### src/rtl/efs_pkg.sv
// Shared types and constants of the even-first sorter.
// No dependencies; every other file imports this package.
package efs_pkg;

    // Port width of a value word and the width actually kept.
    localparam int DATA_W       = 16;
    localparam int VALUE_WIDTH  = 16;

    // Capacity of the sorting chain.
    localparam int MAX_ELEMENTS = 64;
    localparam int CNT_W        = $clog2(MAX_ELEMENTS + 1);

    // Depth of the queue between front and back.
    localparam int QUEUE_DEPTH  = 4;
    localparam int QPTR_W       = $clog2(QUEUE_DEPTH);
    localparam int QCNT_W       = $clog2(QUEUE_DEPTH + 1);

    typedef logic [VALUE_WIDTH-1:0] value_t;

    // One classified word passed from the front to the back.
    typedef struct packed {
        value_t value;
        logic   last;  // closes the set and starts the drain
        logic   keep;  // value fits in the chain and is inserted
    } efs_entry_t;

    // Sort key: the low bit first, then the value itself.
    function automatic logic [VALUE_WIDTH:0] order_key(input value_t v);
        order_key = {v[0], v};
    endfunction

endpackage

### src/rtl/efs_in_if.sv
// Input channel of the even-first sorter: valid/ready plus payload.
// Depends on efs_pkg for the port width.
interface efs_in_if
    import efs_pkg::*;
();
    logic              valid;
    logic              ready;
    logic [DATA_W-1:0] value;
    logic              is_last;

    modport source (output valid, output value, output is_last, input ready);
    modport sink   (input valid, input value, input is_last, output ready);
endinterface

### src/rtl/efs_out_if.sv
// Output channel of the even-first sorter: valid/ready plus payload.
// Depends on efs_pkg for the port width.
interface efs_out_if
    import efs_pkg::*;
();
    logic              valid;
    logic              ready;
    logic [DATA_W-1:0] value_res;
    logic              is_last_res;

    modport source (output valid, output value_res, output is_last_res, input ready);
    modport sink   (input valid, input value_res, input is_last_res, output ready);
endinterface

### src/rtl/efs_front.sv
// Front end: accepts input words, counts the set and marks words that fit.
// Depends on efs_pkg and efs_in_if.
module efs_front
    import efs_pkg::*;
(
    input  logic       clk,
    input  logic       rst_n,
    efs_in_if.sink     in_ch,
    output logic       push_valid,
    output efs_entry_t push_entry,
    input  logic       push_ready
);

    logic [CNT_W-1:0] count_reg;
    logic [CNT_W-1:0] count_next;
    logic             fits;
    logic             accept;

    // A word is taken whenever the queue has room.
    assign in_ch.ready = push_ready;
    assign accept      = in_ch.valid && push_ready;
    assign fits        = (count_reg < CNT_W'(MAX_ELEMENTS));

    // Words beyond capacity are dropped unless they close the set.
    always_comb
    begin
        push_entry.value = VALUE_WIDTH'(in_ch.value);
        push_entry.last  = in_ch.is_last;
        push_entry.keep  = fits;
        push_valid       = accept && (fits || in_ch.is_last);
    end

    // Count of values held for the current set.
    always_comb
    begin
        count_next = count_reg;
        if (accept)
        begin
            if (in_ch.is_last)
            begin
                count_next = '0;
            end
            else if (fits)
            begin
                count_next = count_reg + CNT_W'(1);
            end
        end
    end

    always_ff @(posedge clk or negedge rst_n)
    begin
        if (!rst_n)
        begin
            count_reg <= '0;
        end
        else
        begin
            count_reg <= count_next;
        end
    end

endmodule

### src/rtl/efs_queue.sv
// Short first-in first-out queue between the front and the back.
// Depends on efs_pkg.
module efs_queue
    import efs_pkg::*;
(
    input  logic       clk,
    input  logic       rst_n,
    input  logic       push_valid,
    input  efs_entry_t push_entry,
    output logic       push_ready,
    output logic       pop_valid,
    output efs_entry_t pop_entry,
    input  logic       pop_ready
);

    efs_entry_t        slot_reg [QUEUE_DEPTH];
    logic [QPTR_W-1:0] wr_ptr_reg;
    logic [QPTR_W-1:0] wr_ptr_next;
    logic [QPTR_W-1:0] rd_ptr_reg;
    logic [QPTR_W-1:0] rd_ptr_next;
    logic [QCNT_W-1:0] fill_reg;
    logic [QCNT_W-1:0] fill_next;
    logic              do_push;
    logic              do_pop;

    assign push_ready = (fill_reg != QCNT_W'(QUEUE_DEPTH));
    assign pop_valid  = (fill_reg != '0);
    assign pop_entry  = slot_reg[rd_ptr_reg];
    assign do_push    = push_valid && push_ready;
    assign do_pop     = pop_valid && pop_ready;

    // Pointer and fill bookkeeping.
    always_comb
    begin
        wr_ptr_next = do_push ? wr_ptr_reg + QPTR_W'(1) : wr_ptr_reg;
        rd_ptr_next = do_pop  ? rd_ptr_reg + QPTR_W'(1) : rd_ptr_reg;
        fill_next   = fill_reg;
        if (do_push && !do_pop)
        begin
            fill_next = fill_reg + QCNT_W'(1);
        end
        else if (do_pop && !do_push)
        begin
            fill_next = fill_reg - QCNT_W'(1);
        end
    end

    always_ff @(posedge clk or negedge rst_n)
    begin
        if (!rst_n)
        begin
            wr_ptr_reg <= '0;
            rd_ptr_reg <= '0;
            fill_reg   <= '0;
        end
        else
        begin
            wr_ptr_reg <= wr_ptr_next;
            rd_ptr_reg <= rd_ptr_next;
            fill_reg   <= fill_next;
        end
    end

    // Slot storage needs no reset.
    always_ff @(posedge clk)
    begin
        if (do_push)
        begin
            slot_reg[wr_ptr_reg] <= push_entry;
        end
    end

endmodule

### src/rtl/efs_back.sv
// Back end: insertion chain that keeps the set sorted, then drains it.
// Depends on efs_pkg and efs_out_if.
module efs_back
    import efs_pkg::*;
(
    input  logic       clk,
    input  logic       rst_n,
    input  logic       pop_valid,
    input  efs_entry_t pop_entry,
    output logic       pop_ready,
    efs_out_if.source  out_ch
);

    value_t                  cell_val_reg  [MAX_ELEMENTS];
    value_t                  cell_val_next [MAX_ELEMENTS];
    logic [MAX_ELEMENTS-1:0] cell_vld_reg;
    logic [MAX_ELEMENTS-1:0] cell_vld_next;
    logic [MAX_ELEMENTS-1:0] above;
    logic                    drain_reg;
    logic                    drain_next;
    logic                    out_vld_reg;
    logic                    out_vld_next;
    value_t                  out_val_reg;
    value_t                  out_val_next;
    logic                    out_last_reg;
    logic                    out_last_next;
    logic                    insert;
    logic                    move;

    // The chain takes no new word while it is draining.
    assign pop_ready = !drain_reg;
    assign insert    = pop_valid && !drain_reg && pop_entry.keep;
    assign move      = drain_reg && (!out_vld_reg || out_ch.ready);

    // Each cell compares its own key with the incoming one.
    always_comb
    begin
        for (int i = 0; i < MAX_ELEMENTS; i++)
        begin
            above[i] = !cell_vld_reg[i] ||
                       (order_key(cell_val_reg[i]) > order_key(pop_entry.value));
        end
    end

    // Next chain contents: insert in place, shift down on drain, or hold.
    always_comb
    begin
        for (int i = 0; i < MAX_ELEMENTS; i++)
        begin
            cell_val_next[i] = cell_val_reg[i];
            cell_vld_next[i] = cell_vld_reg[i];
            if (insert)
            begin
                if (above[i])
                begin
                    if (i > 0 && above[(i > 0) ? i - 1 : 0])
                    begin
                        cell_val_next[i] = cell_val_reg[(i > 0) ? i - 1 : 0];
                    end
                    else
                    begin
                        cell_val_next[i] = pop_entry.value;
                    end
                end
                cell_vld_next[i] = (i == 0) ? 1'b1 : cell_vld_reg[(i > 0) ? i - 1 : 0];
            end
            else if (move)
            begin
                if (i < MAX_ELEMENTS - 1)
                begin
                    cell_val_next[i] = cell_val_reg[(i < MAX_ELEMENTS - 1) ? i + 1 : i];
                    cell_vld_next[i] = cell_vld_reg[(i < MAX_ELEMENTS - 1) ? i + 1 : i];
                end
                else
                begin
                    cell_vld_next[i] = 1'b0;
                end
            end
        end
    end

    // Drain control and output register.
    always_comb
    begin
        drain_next    = drain_reg;
        out_vld_next  = out_vld_reg;
        out_val_next  = out_val_reg;
        out_last_next = out_last_reg;
        if (pop_valid && !drain_reg && pop_entry.last)
        begin
            drain_next = 1'b1;
        end
        if (move)
        begin
            out_vld_next  = 1'b1;
            out_val_next  = cell_val_reg[0];
            out_last_next = !cell_vld_reg[1];
            if (!cell_vld_reg[1])
            begin
                drain_next = 1'b0;
            end
        end
        else if (out_ch.ready)
        begin
            out_vld_next = 1'b0;
        end
    end

    always_ff @(posedge clk or negedge rst_n)
    begin
        if (!rst_n)
        begin
            cell_vld_reg <= '0;
            drain_reg    <= 1'b0;
            out_vld_reg  <= 1'b0;
        end
        else
        begin
            cell_vld_reg <= cell_vld_next;
            drain_reg    <= drain_next;
            out_vld_reg  <= out_vld_next;
        end
    end

    // Payload registers carry no reset.
    always_ff @(posedge clk)
    begin
        for (int i = 0; i < MAX_ELEMENTS; i++)
        begin
            cell_val_reg[i] <= cell_val_next[i];
        end
        out_val_reg  <= out_val_next;
        out_last_reg <= out_last_next;
    end

    assign out_ch.valid       = out_vld_reg;
    assign out_ch.value_res   = DATA_W'(out_val_reg);
    assign out_ch.is_last_res = out_last_reg;

endmodule

### src/rtl/even_first_sorter_top.sv
// Even-first sorter: on the closing word emits the set with even values ascending,
// then odd values ascending. Throughput: one input word per cycle while the queue
// has room, one result word per cycle while the receiver is ready. The closing
// word passes the queue and sets the drain flag. While a set drains, the front
// keeps accepting until the four-entry queue fills. Reset (rst_n low, asynchronous)
// empties the queue, the chain and the output register.
module even_first_sorter_top
    import efs_pkg::*;
(
    input  logic      clk,
    input  logic      rst_n,
    efs_in_if.sink    in_ch,
    efs_out_if.source out_ch
);

    logic       push_valid;
    efs_entry_t push_entry;
    logic       push_ready;
    logic       pop_valid;
    efs_entry_t pop_entry;
    logic       pop_ready;

    // Classify incoming words.
    efs_front u_front (
        .clk        (clk),
        .rst_n      (rst_n),
        .in_ch      (in_ch),
        .push_valid (push_valid),
        .push_entry (push_entry),
        .push_ready (push_ready)
    );

    // Decouple front and back.
    efs_queue u_queue (
        .clk        (clk),
        .rst_n      (rst_n),
        .push_valid (push_valid),
        .push_entry (push_entry),
        .push_ready (push_ready),
        .pop_valid  (pop_valid),
        .pop_entry  (pop_entry),
        .pop_ready  (pop_ready)
    );

    // Sort and emit.
    efs_back u_back (
        .clk       (clk),
        .rst_n     (rst_n),
        .pop_valid (pop_valid),
        .pop_entry (pop_entry),
        .pop_ready (pop_ready),
        .out_ch    (out_ch)
    );

endmodule

### src/flat_wrapper.sv
// flat-port wrapper written by rule: the top's interface ports become plain ports
module even_first_sorter_top_flat import efs_pkg::*;
  (clk, rst_n, in_ch_valid, in_ch_value, in_ch_is_last, in_ch_ready, out_ch_valid, out_ch_value_res, out_ch_is_last_res, out_ch_ready);
  efs_in_if in_ch_i ();
  efs_out_if out_ch_i ();
  input  logic clk;
  input  logic rst_n;
  input wire logic [$bits(in_ch_i.valid)-1:0] in_ch_valid;
  input wire logic [$bits(in_ch_i.value)-1:0] in_ch_value;
  input wire logic [$bits(in_ch_i.is_last)-1:0] in_ch_is_last;
  output wire logic [$bits(in_ch_i.ready)-1:0] in_ch_ready;
  output wire logic [$bits(out_ch_i.valid)-1:0] out_ch_valid;
  output wire logic [$bits(out_ch_i.value_res)-1:0] out_ch_value_res;
  output wire logic [$bits(out_ch_i.is_last_res)-1:0] out_ch_is_last_res;
  input wire logic [$bits(out_ch_i.ready)-1:0] out_ch_ready;
  assign in_ch_i.valid = in_ch_valid;
  assign in_ch_i.value = in_ch_value;
  assign in_ch_i.is_last = in_ch_is_last;
  assign in_ch_ready = in_ch_i.ready;
  assign out_ch_valid = out_ch_i.valid;
  assign out_ch_value_res = out_ch_i.value_res;
  assign out_ch_is_last_res = out_ch_i.is_last_res;
  assign out_ch_i.ready = out_ch_ready;
  even_first_sorter_top u_core (.clk(clk), .rst_n(rst_n), .in_ch(in_ch_i), .out_ch(out_ch_i));
endmodule
### config.mk
export PLATFORM = sky130hd
export DESIGN_NAME = even_first_sorter_top_flat
export DESIGN_NICKNAME = d
export VERILOG_FILES = /design/src/rtl/efs_pkg.sv /design/src/rtl/efs_in_if.sv /design/src/rtl/efs_out_if.sv /design/src/rtl/efs_front.sv /design/src/rtl/efs_queue.sv /design/src/rtl/efs_back.sv /design/src/rtl/even_first_sorter_top.sv /design/src/flat_wrapper.sv
export SDC_FILE = /design/constraint.sdc
export NUM_CORES = 2
export LEC_CHECK = 0
export ABC_AREA = 1
export BUFFER_PORTS_ARGS = -buffer_cell sky130_fd_sc_hd__buf_2
export CORE_ASPECT_RATIO = 2
export CORE_UTILIZATION = 35
export CTS_CLUSTER_SIZE = 40
export DETAILED_ROUTE_END_ITERATION = 6
export SLEW_MARGIN = 20
export SYNTH_ARGS = -nofsm -noshare
export SYNTH_HDL_FRONTEND = slang
export SYNTH_HIERARCHICAL = 1
export SYNTH_SLANG_ARGS = --single-unit
### constraint.sdc
create_clock -name clk -period 5.02 [get_ports clk]
set_input_delay 0 -clock clk [delete_from_list [all_inputs] [get_ports clk]]
set_output_delay 0 -clock clk [all_outputs]
set_load 0.05 [all_outputs]
; ---- After elaboration in Yosys (flattened, before gate mapping)
; Memory sizes are Yosys's and may differ from the RTL's.
; Cells that the tools add are included.
[totals]
in_bits = 21
rom_bits = 0
memories = 2
register_bits = 97
word_cells = 624
ramBits = 1096
latchBits = 0
[mem_list]
columns = name, depth, word_bits, rd, rd_clocked_by_memory_dff, wr, line
row1 = u_core.u_back.cell_val_reg, 64, 16, 64, 0, 64, efs_back.sv:14  ; value_t cell_val_reg [MAX_ELEMENTS];
row2 = u_core.u_queue.slot_reg, 4, 18, 1, 0, 1, efs_queue.sv:16  ; efs_entry_t slot_reg [QUEUE_DEPTH];
[classes]
mul = 0
n_eq_ne = 1
n_div = 0
reduce_logical = 149
muxes = 393
addsub = 5
bitwise = 0
shifts = 0
magnitude_cmp = 65
[op_table]
columns = operator, count
row1 = $mux 16, 254
row2 = $gt 17x17->1, 64
row3 = $mux 1, 135
row4 = $logic_not 1->1, 68
row5 = $logic_or 1x1->1, 66
row6 = $mux 7, 2
row7 = $logic_and 1x1->1, 9
row8 = $reduce_bool 2->1, 4
row9 = $add 7x1->7 const B, 1
row10 = $lt 7x7->1 const B, 1
row11 = $mux 3, 2
row12 = $add 2x1->2 const B, 2
row13 = $add 3x1->3 const B, 1
row14 = $ne 3x3->1 const B, 1
row15 = $reduce_bool 3->1, 1
row16 = $sub 3x1->3 const B, 1
row17 = $reduce_and 2->1, 1

; ---- Logic depth before layout (Yosys ltp)
[logic_depth]
ltp_word = 8
mapped_depth = 23
ltp_nobuf = 20

; ---- Cells and area by module
; The synthesis kept the hierarchy.
[by_module_without_submodules]
columns = mod, instances, area_per_inst_um2, cells_per_inst, seq_area_each_um2
row1 = efs_back, 1, 83159.8, 11397, 32911.6
row2 = efs_queue, 1, 3329.4, 269, 2337.2
row3 = efs_front, 1, 528.0, 70, 175.2

; ---- Least setup slack after synthesis
; Ideal clock, no wire load.
[synth_timing]
path_kind = flip-flop to flip-flop
from = register, netlist name u_core/u_queue/rd_ptr_reg[0]
to = memory u_core/u_back/cell_val_reg[1][496] in the netlist's numbering (enable)
period_less_slack_ps = 4697
path_stages_with_launch = 15
setup_time_ps = 394
slack_ps = 323
arrival_ps = 4302
path_cell_list = dfrtp_1 -> inv_2 -> buf_6 -> buf_6 -> nand2_1 -> o211ai_1 -> nand2_1 -> inv_1 -> ha_1 -> nand4_1 -> nor2_1 -> nand3b_1 -> nand3_1 -> nand2_1 -> a21oi_1
[synth_lines]
columns = item, line
row1 = "end, declared", efs_back.sv:14

==> results.txt <==
- Of the cells placed in the final design, the portion with a size suffix greater than 1 is 5.422%.
* Buffers added on ports: 39
- The sequential cells in the finished layout cover a total of around 35000 um^2.
* Vertical die dimension: 707.2 um
- Fillers: 25900
* Clock-pin slew on the worst setup and hold paths: 70 ps
- The biggest area contributor in the post-synthesis netlist is sky130_fd_sc_hd__edfxtp_1.
* Cell area after layout: slightly below 100000 um^2
* Area fraction in compound gates after synthesis: 5.030%
- STA puts the critical path data required time at 5380 ps.
- Core area: 246900 um^2
* Top cell by count, worst path: sky130_fd_sc_hd__nand2_1
- I/O Pins: 40
- After detailed routing, no signal wire sits above met5.
- For this run, the number of Yosys warnings is 6.
* Arrival time reported for the critical path endpoint: 4990 ps
- After Yosys synthesis, and, or, nand and nor cells account for 31.18% of the synthesized area.
- Total clock buffers created by CTS: 115
- Yosys cell types: 33
- Slew margin rel.: 17.28%
- Vias after detailed routing: 77970
* Resize count post-CTS: 0
- Maximum level of the CTS H-tree: 3
- Die area: 250700 um^2
- The clock passes through at most 3 buffers.
- Vias in the first global route: 78140
- Setup repair after global routing left no endpoint under its margin.
- In this run the horizontal extent of the chip is about 350 um.
- Synthesis handed over a netlist of 11740 instances.
- Derived from the worst setup path, the maximum achievable clock frequency is 216.3 MHz.
- At the later pin of the worst-skew pair, clock insertion delay measures between 700 and 800 ps.
* Dominant cells by area after synthesis: sky130_fd_sc_hd__edfxtp_1, sky130_fd_sc_hd__nand2_1, sky130_fd_sc_hd__ha_1
- Counting every net in the synthesized netlist gives 12810.
- Setup violators final: 0
- Counting every sink on the clock net gives 1193.
- Sum of negative setup slack: 0 ps
* Type of destination of the critical path: flip-flop
* Syn Std Cell Area: ~87000 um^2
- After synthesis, the largest family of logic cells by area is simple AND/OR/NAND/NOR gates.
- Category of the worst setup path launch point: flip-flop
- The total count of hold-check failures in the final report is 0.
- Number of detailed-routing iterations run before antenna repair: 6
- The routed design uses 171900 um of met2 wire.
- Overall overflow remaining after global route: 0
- Share of the clock period used by the worst path after layout: 92.08%
- Initial core utilization: between 30% and 40%
- Leaving out fill and tap cells, the most frequent cells in the layout are sky130_fd_sc_hd__nand2_1, sky130_fd_sc_hd__inv_1, sky130_fd_sc_hd__edfxtp_1.
* Setup Skew: 43.68 ps
* Global-route usage over all layers: 26.27%
* Yosys reg bits: 1193
* Maximum number of pins on one net before global-route repair: approximately 210
* Run status: complete, no violations
- Measured against the total synthesized area, the mux share comes to 0%.
- Min-Delay Path Class: in -> reg
- The placed instances occupy a cell area of 91780 um^2.
* Final GP Congestion: 0.9955
- Category of the critical setup timing path: reg -> reg
* Final number of max-transition violations: 0
- In this run, the number of DRC markers left after iteration 0 of detailed routing was 5777.
* Remaining antenna violation count: 0
- Wires add up to 335000 um.
* Sequential share of the synthesized area: 40.71%
* Most common cell after layout, fill and taps aside: sky130_fd_sc_hd__nand2_1
- DR vias/cell: about 5.2
- Combined area of the multi-input logic cells: 44890 um^2
- Highest net fanout along the worst path: between 40 and 50
* Clock tree root driver cell: sky130_fd_sc_hd__clkbuf_16
- Reg-to-reg slack, setup: 400 ps
- The initial antenna violation count was 7.
- Placement Rows: roughly 260
- Final Critical Period: 4622 ps
- Layout Area Growth over Synthesis: 10.34%
- Across the run, the number of max-cap violations was 0.
* Wire length of the first global-routing pass: 488000 um
- In the final design database the tool counted 12840 nets.
* Slowest stage delay, CP: 550 ps
* Slowest cell on the critical path: sky130_fd_sc_hd__inv_2
* Met3 WL post-DR: 19050 um
* Number of remaining DRC errors: 0
- In the final routed layout, each cell accounts on average for roughly 22 um.
- Share of the synthesized area in the top cell type: 38.41%
* Transition time at the pin with the least slew margin: 1241 ps
* Number of buffers and inverters on the critical path: 3
- In the final routing, the length of wire on met1 measures 108900 um.
- Average cell area after synthesis: 7.415 um^2
- Of the total synthesized cell area, the portion taken by XOR and XNOR cells is 0.01007%.
- Broken down by cell family, the worst path's largest delay share belongs to simple AND/OR/NAND/NOR gates.
- Arithmetic-cell share of the synthesized area counting full adders, half adders and majority gates: 15.21%
* CP cell instances: inv_2 -> nand2_1 -> o211ai_1 -> nand2_1 -> inv_6 -> buf_4 -> ha_1 -> a21oi_1 -> o21ai_0 -> a21oi_1 -> nand2_1 -> nand2_1 -> nand2_2 -> nand2_2 -> nand2_1
- Summed over all nets, the half-perimeter wirelength after detailed placement is 239400 um.
- The register with the most flip-flops in the layout has 1024 of them.
- CTS tree: built
[timing repair]
| item | CTS | global route |
|---|---|---|
| hold buffers | 39 | 0 |
| setup buffers | 0 | 0 |
| hold endpoints to repair | 158 | 0 |
[synthesized netlist by cell type (all sizes together)]
master	instances
nand2	6340
inv	1282
edfxtp	1113
ha	1056
a21oi	508
nor2	306
buf	295
o21ai	211
nand3	135
clkbuf	113
nand4	113
dfrtp	80
a21o	60
nor3	56
o211ai	37
nand3b	25
o21bai	2
fa	1
o21a	1
o22ai	1
xnor2	1
[final timing paths]
check                                                          endpoint                                startpoint  cells past startpoint
hold / removal                  u_core/u_front/count_reg[6]$_DFFE_PN0P_                               in_ch_valid                      5
setup reg to reg           u_core/u_back/cell_val_reg[1][135]$_DFFE_PP_  u_core/u_queue/rd_ptr_reg[0]$_DFFE_PN0P_                     15
hold reg to reg                u_core/u_queue/rd_ptr_reg[0]$_DFFE_PN0P_  u_core/u_queue/rd_ptr_reg[0]$_DFFE_PN0P_                      2
max in group asynchronous    u_core/u_back/cell_vld_reg[14]$_DFFE_PN0P_                                     rst_n                      4
min in group asynchronous    u_core/u_back/cell_vld_reg[63]$_DFFE_PN0P_                                     rst_n                      4
setup / recovery           u_core/u_back/cell_val_reg[1][135]$_DFFE_PP_  u_core/u_queue/rd_ptr_reg[0]$_DFFE_PN0P_                     15
[kinds of logic after synthesis]
logic type,after synthesis
AOI/OAI and AO/OA,820
xor gates and xnor gates,1
adders and majority gates,1057
buffers and inverters,1690
DFF,1193
and+or+nand+nor,6975
[final cells by class]
class                           instances  area share, %
Multi-Input combinational cell       8853          46.76
Inverter                             1282          5.103
Timing Repair Buffer                  319          3.027
Clock inverter                         64         0.6346
Tap cell                             3250          4.235
Antenna cell                            4        0.01042
Sequential cell                      1193          36.89
Clock buffer                          149          3.341
[metrics by stage]
step,instances,worst slack [ps],hold slack [ps],util [%]
after floorplan,11740,323.3,-295.6,-
after global placement,14860,417.1,-32.96,37.17
after detailed placement,14860,449.6,-13.35,37.17
after CTS,15110,409.6,58.30,38.88
after global routing,15110,72.33,124.1,38.88
final,15110,397.6,117.0,38.88
[worst min-delay path, delay by kind of cell]
family          cells  cell delay [ps]
simple gates        2              190
buf+inv             2              610
compound gates      1               50
[metal layers]
metal	global-route usage (%)	vias to the layer above
li1	-	37310
met1	25.20	36070
met2	48.32	3106
met3	3.704	1478
met4	23.57	4
met5	0	-
Power is not shown: default switching activity piles up to over one toggle a cycle in this logic, so the estimate is an artifact.
